## src/hw/rtl/soundex_word_encoder_top_defines.svh

```systemverilog
// Assertion macros used by the encoder top-level RTL.
`ifndef SOUNDEX_WORD_ENCODER_TOP_DEFINES_SVH
`define SOUNDEX_WORD_ENCODER_TOP_DEFINES_SVH

// Check that cons holds in the same cycle as ante.
`define SDX_ASSERT_SAME(lbl, ante, cons, msg) \
	lbl: assert property (@(posedge clk) disable iff (!arst_n) (ante) |-> (cons)) \
		else $error(msg);

// Check that cons holds in the cycle after ante.
`define SDX_ASSERT_NEXT(lbl, ante, cons, msg) \
	lbl: assert property (@(posedge clk) disable iff (!arst_n) (ante) |=> (cons)) \
		else $error(msg);

`endif

```

## src/hw/rtl/sdx_pkg.sv

```systemverilog
`default_nettype none
package sdx_pkg;

	localparam logic [7:0] CHAR_UPPER_A = 8'h41;
	localparam logic [7:0] CHAR_UPPER_Z = 8'h5A;
	localparam logic [7:0] CHAR_LOWER_A = 8'h61;
	localparam logic [7:0] CHAR_LOWER_Z = 8'h7A;
	localparam logic [6:0] LETTER_BASE = 7'h61;
	localparam logic [2:0] DIGIT_NONE = 3'd7;
	localparam logic [2:0] DIGIT_VOWEL = 3'd0;
	localparam int MAX_DIGITS = 3;

	typedef logic [2:0] digit_t;

	typedef struct packed {
		logic is_letter;
		logic [4:0] index;
		digit_t digit;
	} sdx_char_t;

	typedef struct packed {
		logic [6:0] lead_letter;
		digit_t lead_digit;
		digit_t digit_a;
		digit_t digit_b;
		digit_t digit_c;
		logic [9:0] digits_value;
		logic no_letter;
	} sdx_result_t;

	// Standard Soundex digit per letter index, a = 0.
	function automatic digit_t letter_digit(input logic [4:0] idx);
		digit_t d;
		case (idx)
			5'd1, 5'd5, 5'd15, 5'd21: d = 3'd1;
			5'd2, 5'd6, 5'd9, 5'd10, 5'd16, 5'd18, 5'd23, 5'd25: d = 3'd2;
			5'd3, 5'd19: d = 3'd3;
			5'd11: d = 3'd4;
			5'd12, 5'd13: d = 3'd5;
			5'd17: d = 3'd6;
			default: d = DIGIT_VOWEL;
		endcase
		return d;
	endfunction

endpackage
`default_nettype wire

```

## src/hw/rtl/soundex_word_encoder_top.sv

```systemverilog
// Soundex word encoder, one character per cycle while no final character waits on a stalled result.
// A word's last character is held in the input register; the result register loads when it
// leaves that register, and out_valid is registered with that load.
// Throughput: one character per cycle; only a final character waits while a result stalls.
// Reset: arst_n clears the word state and both valid flags; the code state returns to empty.
`default_nettype none
`include "soundex_word_encoder_top_defines.svh"
module soundex_word_encoder_top
	import sdx_pkg::*;
#(
	parameter int CODE_LENGTH = 4
) (
	input wire logic clk,
	input wire logic arst_n,
	input wire logic in_valid,
	output logic in_ready,
	input wire logic [7:0] char_code,
	input wire logic end_of_word,
	output logic out_valid,
	input wire logic out_ready,
	output logic [6:0] lead_letter,
	output logic [2:0] lead_digit,
	output logic [2:0] digit_a,
	output logic [2:0] digit_b,
	output logic [2:0] digit_c,
	output logic [9:0] digits_value,
	output logic no_letter
);

	logic valid_s1;
	logic [7:0] char_s1;
	logic eow_s1;
	logic fire_s1;
	logic valid_s2;
	sdx_result_t res_s2;
	sdx_char_t info;
	sdx_result_t result;

	// a final character needs room in the result register
	assign fire_s1 = valid_s1 && (!eow_s1 || !valid_s2 || out_ready);
	assign in_ready = !valid_s1 || fire_s1;

	always_ff @(posedge clk or negedge arst_n) begin
		if (!arst_n) begin
			valid_s1 <= 1'b0;
		end else if (in_ready) begin
			valid_s1 <= in_valid;
		end
	end

	always_ff @(posedge clk) begin
		if (in_ready && in_valid) begin
			char_s1 <= char_code;
			eow_s1 <= end_of_word;
		end
	end

	sdx_char_map u_map (
		.char_code(char_s1),
		.info(info)
	);

	sdx_accum #(
		.CODE_LENGTH(CODE_LENGTH)
	) u_accum (
		.clk(clk),
		.arst_n(arst_n),
		.step(fire_s1),
		.last(eow_s1),
		.info(info),
		.result(result)
	);

	always_ff @(posedge clk or negedge arst_n) begin
		if (!arst_n) begin
			valid_s2 <= 1'b0;
		end else if (fire_s1 && eow_s1) begin
			valid_s2 <= 1'b1;
		end else if (out_ready) begin
			valid_s2 <= 1'b0;
		end
	end

	always_ff @(posedge clk) begin
		if (fire_s1 && eow_s1) begin
			res_s2 <= result;
		end
	end

	assign out_valid = valid_s2;
	assign lead_letter = res_s2.lead_letter;
	assign lead_digit = res_s2.lead_digit;
	assign digit_a = res_s2.digit_a;
	assign digit_b = res_s2.digit_b;
	assign digit_c = res_s2.digit_c;
	assign digits_value = res_s2.digits_value;
	assign no_letter = res_s2.no_letter;

	`SDX_ASSERT_SAME(a_stall_cause, !in_ready,
		valid_s1 && eow_s1 && valid_s2 && !out_ready, "input stalled without cause")
	`SDX_ASSERT_NEXT(a_result_load, fire_s1 && eow_s1, out_valid,
		"final character did not produce a result")
	`SDX_ASSERT_SAME(a_empty_word, out_valid && no_letter,
		lead_letter == 7'd0 && digits_value == 10'd0, "empty word carries a code")
	`SDX_ASSERT_SAME(a_letter_range, out_valid && !no_letter,
		lead_letter >= 7'h61 && lead_letter <= 7'h7A, "lead letter out of range")

endmodule
`default_nettype wire

```

## src/hw/rtl/sdx_char_map.sv

```systemverilog
`default_nettype none
module sdx_char_map
	import sdx_pkg::*;
(
	input wire logic [7:0] char_code,
	output sdx_char_t info
);

	logic is_upper;
	logic is_lower;
	logic [7:0] offset;

	always_comb begin
		is_upper = (char_code >= CHAR_UPPER_A) && (char_code <= CHAR_UPPER_Z);
		is_lower = (char_code >= CHAR_LOWER_A) && (char_code <= CHAR_LOWER_Z);
		offset = is_lower ? (char_code - CHAR_LOWER_A) : (char_code - CHAR_UPPER_A);
		info.is_letter = is_upper || is_lower;
		info.index = is_upper || is_lower ? offset[4:0] : 5'd0;
		info.digit = letter_digit(info.index);
	end

endmodule
`default_nettype wire

```

## src/hw/rtl/sdx_accum.sv

```systemverilog
`default_nettype none
module sdx_accum
	import sdx_pkg::*;
#(
	parameter int CODE_LENGTH = 4
) (
	input wire logic clk,
	input wire logic arst_n,
	input wire logic step,
	input wire logic last,
	input wire sdx_char_t info,
	output sdx_result_t result
);

	localparam int DIGIT_LIMIT_INT = (CODE_LENGTH - 1 > MAX_DIGITS) ? MAX_DIGITS :
		((CODE_LENGTH > 1) ? CODE_LENGTH - 1 : 0);
	localparam logic [1:0] DIGIT_LIMIT = DIGIT_LIMIT_INT[1:0];

	logic seen_q, seen_n;
	logic [4:0] lead_q, lead_n;
	digit_t prior_q, prior_n;
	logic [1:0] count_q, count_n;
	digit_t digits_q [MAX_DIGITS];
	digit_t digits_n [MAX_DIGITS];

	always_comb begin
		seen_n = seen_q;
		lead_n = lead_q;
		prior_n = prior_q;
		count_n = count_q;
		digits_n = digits_q;
		if (info.is_letter) begin
			if (!seen_q) begin
				seen_n = 1'b1;
				lead_n = info.index;
			end else if (count_q < DIGIT_LIMIT) begin
				// vowels neither append nor clear the previous digit
				if (info.digit != DIGIT_VOWEL && info.digit != prior_q) begin
					digits_n[count_q] = info.digit;
					count_n = count_q + 2'd1;
					prior_n = info.digit;
				end
			end
		end
	end

	always_comb begin
		if (seen_n) begin
			result.lead_letter = LETTER_BASE + {2'b00, lead_n};
			result.lead_digit = letter_digit(lead_n);
			result.digit_a = digits_n[0];
			result.digit_b = digits_n[1];
			result.digit_c = digits_n[2];
			result.digits_value = {7'd0, digits_n[0]} * 10'd100
				+ {7'd0, digits_n[1]} * 10'd10 + {7'd0, digits_n[2]};
			result.no_letter = 1'b0;
		end else begin
			result = '0;
			result.no_letter = 1'b1;
		end
	end

	always_ff @(posedge clk or negedge arst_n) begin
		if (!arst_n) begin
			seen_q <= 1'b0;
			lead_q <= 5'd0;
			prior_q <= DIGIT_NONE;
			count_q <= 2'd0;
			for (int i = 0; i < MAX_DIGITS; i++) digits_q[i] <= DIGIT_VOWEL;
		end else if (step) begin
			if (last) begin
				// clear for the next word
				seen_q <= 1'b0;
				lead_q <= 5'd0;
				prior_q <= DIGIT_NONE;
				count_q <= 2'd0;
				for (int i = 0; i < MAX_DIGITS; i++) digits_q[i] <= DIGIT_VOWEL;
			end else begin
				seen_q <= seen_n;
				lead_q <= lead_n;
				prior_q <= prior_n;
				count_q <= count_n;
				digits_q <= digits_n;
			end
		end
	end

endmodule
`default_nettype wire
```

## config.mk

```make
export PLATFORM = sky130hd
export DESIGN_NAME = soundex_word_encoder_top
export DESIGN_NICKNAME = d
export VERILOG_FILES = /design/src/hw/rtl/sdx_pkg.sv /design/src/hw/rtl/soundex_word_encoder_top.sv /design/src/hw/rtl/sdx_char_map.sv /design/src/hw/rtl/sdx_accum.sv
export VERILOG_INCLUDE_DIRS = /design/src /design/src/hw/rtl
export SDC_FILE = /design/constraint.sdc
export NUM_CORES = 1
export LEC_CHECK = 0
export BUFFER_PORTS_ARGS = -buffer_cell sky130_fd_sc_hd__buf_4
export CORE_ASPECT_RATIO = 0.6
export CORE_MARGIN = 4
export CORE_UTILIZATION = 45
export DETAILED_ROUTE_END_ITERATION = 8
export PLACE_DENSITY_LB_ADDON = 0.2
export SLEW_MARGIN = 20
export SYNTH_ARGS = -nofsm -noshare
export SYNTH_HDL_FRONTEND = slang
export SYNTH_SLANG_ARGS = --single-unit
```

## constraint.sdc

```tcl
create_clock -name clk -period 7.3 [get_ports clk]
set_clock_uncertainty 0.2 [all_clocks]
set_input_delay 2.19 -clock clk [delete_from_list [all_inputs] [get_ports clk]]
set_output_delay 2.19 -clock clk [all_outputs]
set_load 0.02 [all_outputs]
```

==> results summary <==
The number of max-slew violations in the final report came to 0. After technology mapping, the gate count stands at 380. The post-synthesis register bit count is 60. The static leakage is 1.985 nW. After the last flow step, the layout net total stands at 473. The depth of the worst register-to-register path is 24. The most instantiated library cell after synthesis is sky130_fd_sc_hd__edfxtp_1.

The synthesized area per cell came out at 10.32 µm². The total DRC errors in the routed layout came out at 0. The flip-flop cell with the highest count after synthesis is sky130_fd_sc_hd__edfxtp_1. Dividing total power by cell area gives a power density of 234.5 nW/µm². The number of cells after detailed placement came out at 523. The worst setup path is launched from a flop. Detailed placement ended at an HPWL of 6.662 mm.

The largest area contributor in the synthesized netlist is sky130_fd_sc_hd__edfxtp_1. The global-route met1 utilization is 28.17%. The tightest min-delay check is of the flop to flop type. The area growth from synthesis to layout is 18.35%. After synthesis, the largest area contributor takes up 29.10% of total cell area. For this run the aggregate overflow at the end of global routing stands at 0. Static timing analysis puts the maximum clock frequency at 147.8 MHz. By instance count, the cell type seen most on the critical path is sky130_fd_sc_hd__ha_1. The number of standard cells in the layout, taps in and fillers out came out at 541. Of all nets on the critical path, the largest fanout is 16. The share of the clock period used by the worst path came out at 92.66%.

The number of nets produced by synthesis came out at 429. The ratio of routed vias to standard cells came out at 5.767. At the end of routability-driven placement, the weighted congestion stood at 0.9481.

Across all layers, the routed design uses 3120 vias. The number of cell rows is 26. The number of global-route vias before repair is 2969. The kind of cell with the highest combined delay on the critical path is compound AO/OA/AOI/OAI gates. The final wirelength came out at 9.112 mm.

The number of CTS-inserted buffers is 9. 45 I/O pins were placed. The iteration count of the initial detailed-routing pass came out at 5. The distinct cell type count after synthesis is 64. STA classifies the critical path endpoint as a flop. The number of antenna violations at the first check in global routing came out at 0. The start point of the worst hold path is u_accum.lead_q[4]$_DFFE_PN0P_. The die extent in y came out at 80.31 µm. The final-layout setup total negative slack came out at 0 ns. The detailed router's first-iteration violation count came out at 237. The later-pin clock latency in the skew report came out at 0.33 ns. In this run, synthesis inferred 38 flip-flops with an integrated enable. The antenna cell count came out at 0. On the worst path, the slowest cell contributes a delay of 0.49 ns.

By count the netlist is led by sky130_fd_sc_hd__edfxtp_1 (38), sky130_fd_sc_hd__ha_1 (34), sky130_fd_sc_hd__nor2_1 (34). Hold repair after CTS inserted 0 buffers. The fraction of layout instances using a drive strength above 1 is 20.05%. For this run, global-route usage on met2 was measured as 25.49%. The area of the core is 8491 µm². The number of buffer and inverter instances along the worst setup path is 1. The cell chosen for the clock root is sky130_fd_sc_hd__clkbuf_16. After clock tree synthesis, the clock-pin slew on the worst setup and hold paths is 0.05 ns.

The maximum vdd drop is 0.1456 mV. The port buffer count came out at 44. The instance count along the most critical hold path came out at 2. The total count of hold-check failures in the final report is 0. The die is 128.5 µm wide. The arrival time at the worst endpoint is 6.62 ns. Yosys attributes the largest share of cell area to sky130_fd_sc_hd__edfxtp_1 (29%), sky130_fd_sc_hd__dfrtp_1 (12%), sky130_fd_sc_hd__ha_1 (11%). The maximum buffer depth of the clock tree came out at 2. The async set or reset register ratio after synthesis came out at 36.67%. The overall die area came out at 10320 µm². Setup repair after global routing left no endpoint under its margin. The cell with the largest stage delay on the worst path is sky130_fd_sc_hd__or4b_1. After filler insertion, the fill cell instance count of the layout stands at 731.

The clock period minus worst slack is 6.765 ns. The critical setup path kind is flop to flop. The wire length of the first global-routing pass came out at 14.99 mm. The endpoint identified for the worst register-to-register timing path is digits_value[8]$_SDFFCE_PP0P_. TritonCTS built the clock tree. Walking the worst path, the cells encountered are inv_1, ha_1, or4b_1, o21ai_2, or2_4, nor2_1, ha_1, or4_1, o2bb2ai_1, a221o_1, o211ai_2, a2111o_1, and4_4, o21a_1, mux2_1, fa_1, ha_1, fa_1, a21oi_1, o21bai_1, a21o_1, a21oi_1, xor2_1, nor2_1. The worst slew margin relative to its limit came out at 44.42%. The initial utilization of the core area, before any placement, comes to 46.18%. The layer carrying the most global-route usage is met1. The fraction of the yosys area taken by sequential cells is 43.24%. The path with the worst hold slack has its endpoint at u_accum.lead_q[4]$_DFFE_PN0P_. Clock tree synthesis found a total of 60 sinks. The max-capacitance violation count came out at 0. Setup violations remaining at the end of the flow were counted as 0. The global-route track usage on met3 is 4.983%. The global-route total usage across every layer came out at 18.72%.

The count of warnings emitted by yosys came out at 0. The maximum level of the CTS H-tree came out at 3. The transition time at the pin with the least slew margin came out at 0.8106 ns. The register-to-register setup slack is 0.54 ns. At the worst endpoint, the required time is 7.15 ns.

In this run the remaining antenna-violating nets after routing total 0. The pin count of the biggest net entering global routing is 31. The run finished with clean final reports. The beginning of the worst register-to-register path is char_s1[1]$_DFFE_PP_. The final routed wire length divided by cell count is 16.84 µm.

In this run the cell area of the synthesized design comes to 3921 µm².
[registers in the layout, indices dropped and copies added, names as in the netlist, 2 cells and up]
signal            flops
digits_value          9
u_accum.digits_q      9
char_s1               8
lead_letter           7
u_accum.lead_q        5
digit_a               3
digit_b               3
digit_c               3
lead_digit            3
u_accum.prior_q       3
u_accum.count_q       2
[per-layer routing]
layer	wire [µm]	part of all wire, %
met5	0	0
met4	127	1.4
met3	692	7.6
met2	3680	40
met1	4613	51
[worst min-delay path: stages (launching register included)]
cell and delay [ns]:
sky130_fd_sc_hd__dfrtp_1 0.33, sky130_fd_sc_hd__nand2_1 0.04, sky130_fd_sc_hd__o21ai_0 0.07
[report_power, final]
| group | switching (mW) | leakage, nW | total (mW) | internal, mW |
|---|---|---|---|---|
| Clock | 0.140 | 0.139 | 0.411 | 0.271 |
| Combinational | 0.161 | 1.19 | 0.260 | 0.0995 |
| Sequential | 0.0191 | 0.654 | 0.417 | 0.398 |
[layout make-up]
class	count	area (µm²)	share of cell area [%]
Multi-Input combinational cell	272	2018	43.49
Sequential cell	60	1695	36.53
Timing Repair Buffer	52	390.4	8.412
Clock buffer	13	250.2	5.392
Tap cell	112	140.1	3.020
Inverter	29	108.9	2.346
Clock inverter	3	37.54	0.8088
[layout by cell type, fill, tap and decap left out, types with 3 or more instances in the layout]
| cell | instances |
|---|---|
| sky130_fd_sc_hd__or2_2 | 3 |
| sky130_fd_sc_hd__buf_4 | 52 |
| sky130_fd_sc_hd__nand3_1 | 14 |
| sky130_fd_sc_hd__clkbuf_16 | 9 |
| sky130_fd_sc_hd__nor3_1 | 5 |
| sky130_fd_sc_hd__a32o_1 | 7 |
| sky130_fd_sc_hd__and2_1 | 3 |
| sky130_fd_sc_hd__a32oi_1 | 3 |
| sky130_fd_sc_hd__nor2_1 | 32 |
| sky130_fd_sc_hd__mux2i_1 | 8 |
| sky130_fd_sc_hd__clkbuf_1 | 3 |
| sky130_fd_sc_hd__a41oi_1 | 3 |
| sky130_fd_sc_hd__inv_1 | 29 |
| sky130_fd_sc_hd__xnor2_1 | 8 |
| sky130_fd_sc_hd__or3_1 | 4 |
| sky130_fd_sc_hd__edfxtp_1 | 38 |
| sky130_fd_sc_hd__o211ai_1 | 15 |
| sky130_fd_sc_hd__a21oi_1 | 18 |
| sky130_fd_sc_hd__o21ai_0 | 14 |
| sky130_fd_sc_hd__nor2b_1 | 8 |
| sky130_fd_sc_hd__o31ai_1 | 5 |
| sky130_fd_sc_hd__nand2_1 | 22 |
| sky130_fd_sc_hd__ha_1 | 34 |
| sky130_fd_sc_hd__a31oi_1 | 3 |
| sky130_fd_sc_hd__dfrtp_1 | 19 |
| sky130_fd_sc_hd__dfstp_2 | 3 |
| sky130_fd_sc_hd__a21o_1 | 4 |
| sky130_fd_sc_hd__o22ai_1 | 5 |
[cells by family (layout without fill, tap and decap cells)]
logic type	after synthesis	count (layout)	share of synthesized area (%)
buf+inv	48	97	5.648
xor+xnor	11	11	2.649
fa+ha+maj	36	36	11.87
compound gates	99	99	18.00
mux	10	10	2.617
flops	60	60	43.24
simple gates	116	116	15.99
[how the worst max path moves through the flow]
stage / start / to / cells past startpoint
after floorplan: char_s1[0]$_DFFE_PP_ / digits_value[8]$_SDFFCE_PP0P_ / 27
after global placement: char_s1[1]$_DFFE_PP_ / digits_value[8]$_SDFFCE_PP0P_ / 24
after detailed placement: char_s1[1]$_DFFE_PP_ / digits_value[8]$_SDFFCE_PP0P_ / 24
after CTS: char_s1[1]$_DFFE_PP_ / digits_value[8]$_SDFFCE_PP0P_ / 24
after global routing: char_s1[1]$_DFFE_PP_ / digits_value[8]$_SDFFCE_PP0P_ / 24
final: char_s1[1]$_DFFE_PP_ / digits_value[8]$_SDFFCE_PP0P_ / 24
[through the flow]
step | area [µm²] | util [%] | hold slack (ns) | total power, mW | setup slack [ns]
final | 4641 | 54.66 | 0.2835 | 1.088 | 0.5355
after global routing | 4641 | 54.66 | 0.3148 | 1.147 | 0.1237
after CTS | 4617 | 54.38 | 0.2843 | 1.096 | 0.1777
after detailed placement | 4329 | 50.99 | 0.2742 | 0.6781 | 0.2376
after global placement | 4329 | 50.99 | 0.2645 | 0.6727 | 0.4497
after floorplan | 3921 | - | 0.2492 | 0.6036 | 0.6150
[timing repair]
| action | in CTS | in global routing |
|---|---|---|
| setup buffers | 0 | 2 |
| setup endpoints to repair | 0 | 2 |
| resized for setup | 0 | 2 |
| hold endpoints to repair | 0 | 0 |
Note: power is estimated with default switching activity, not from simulation.
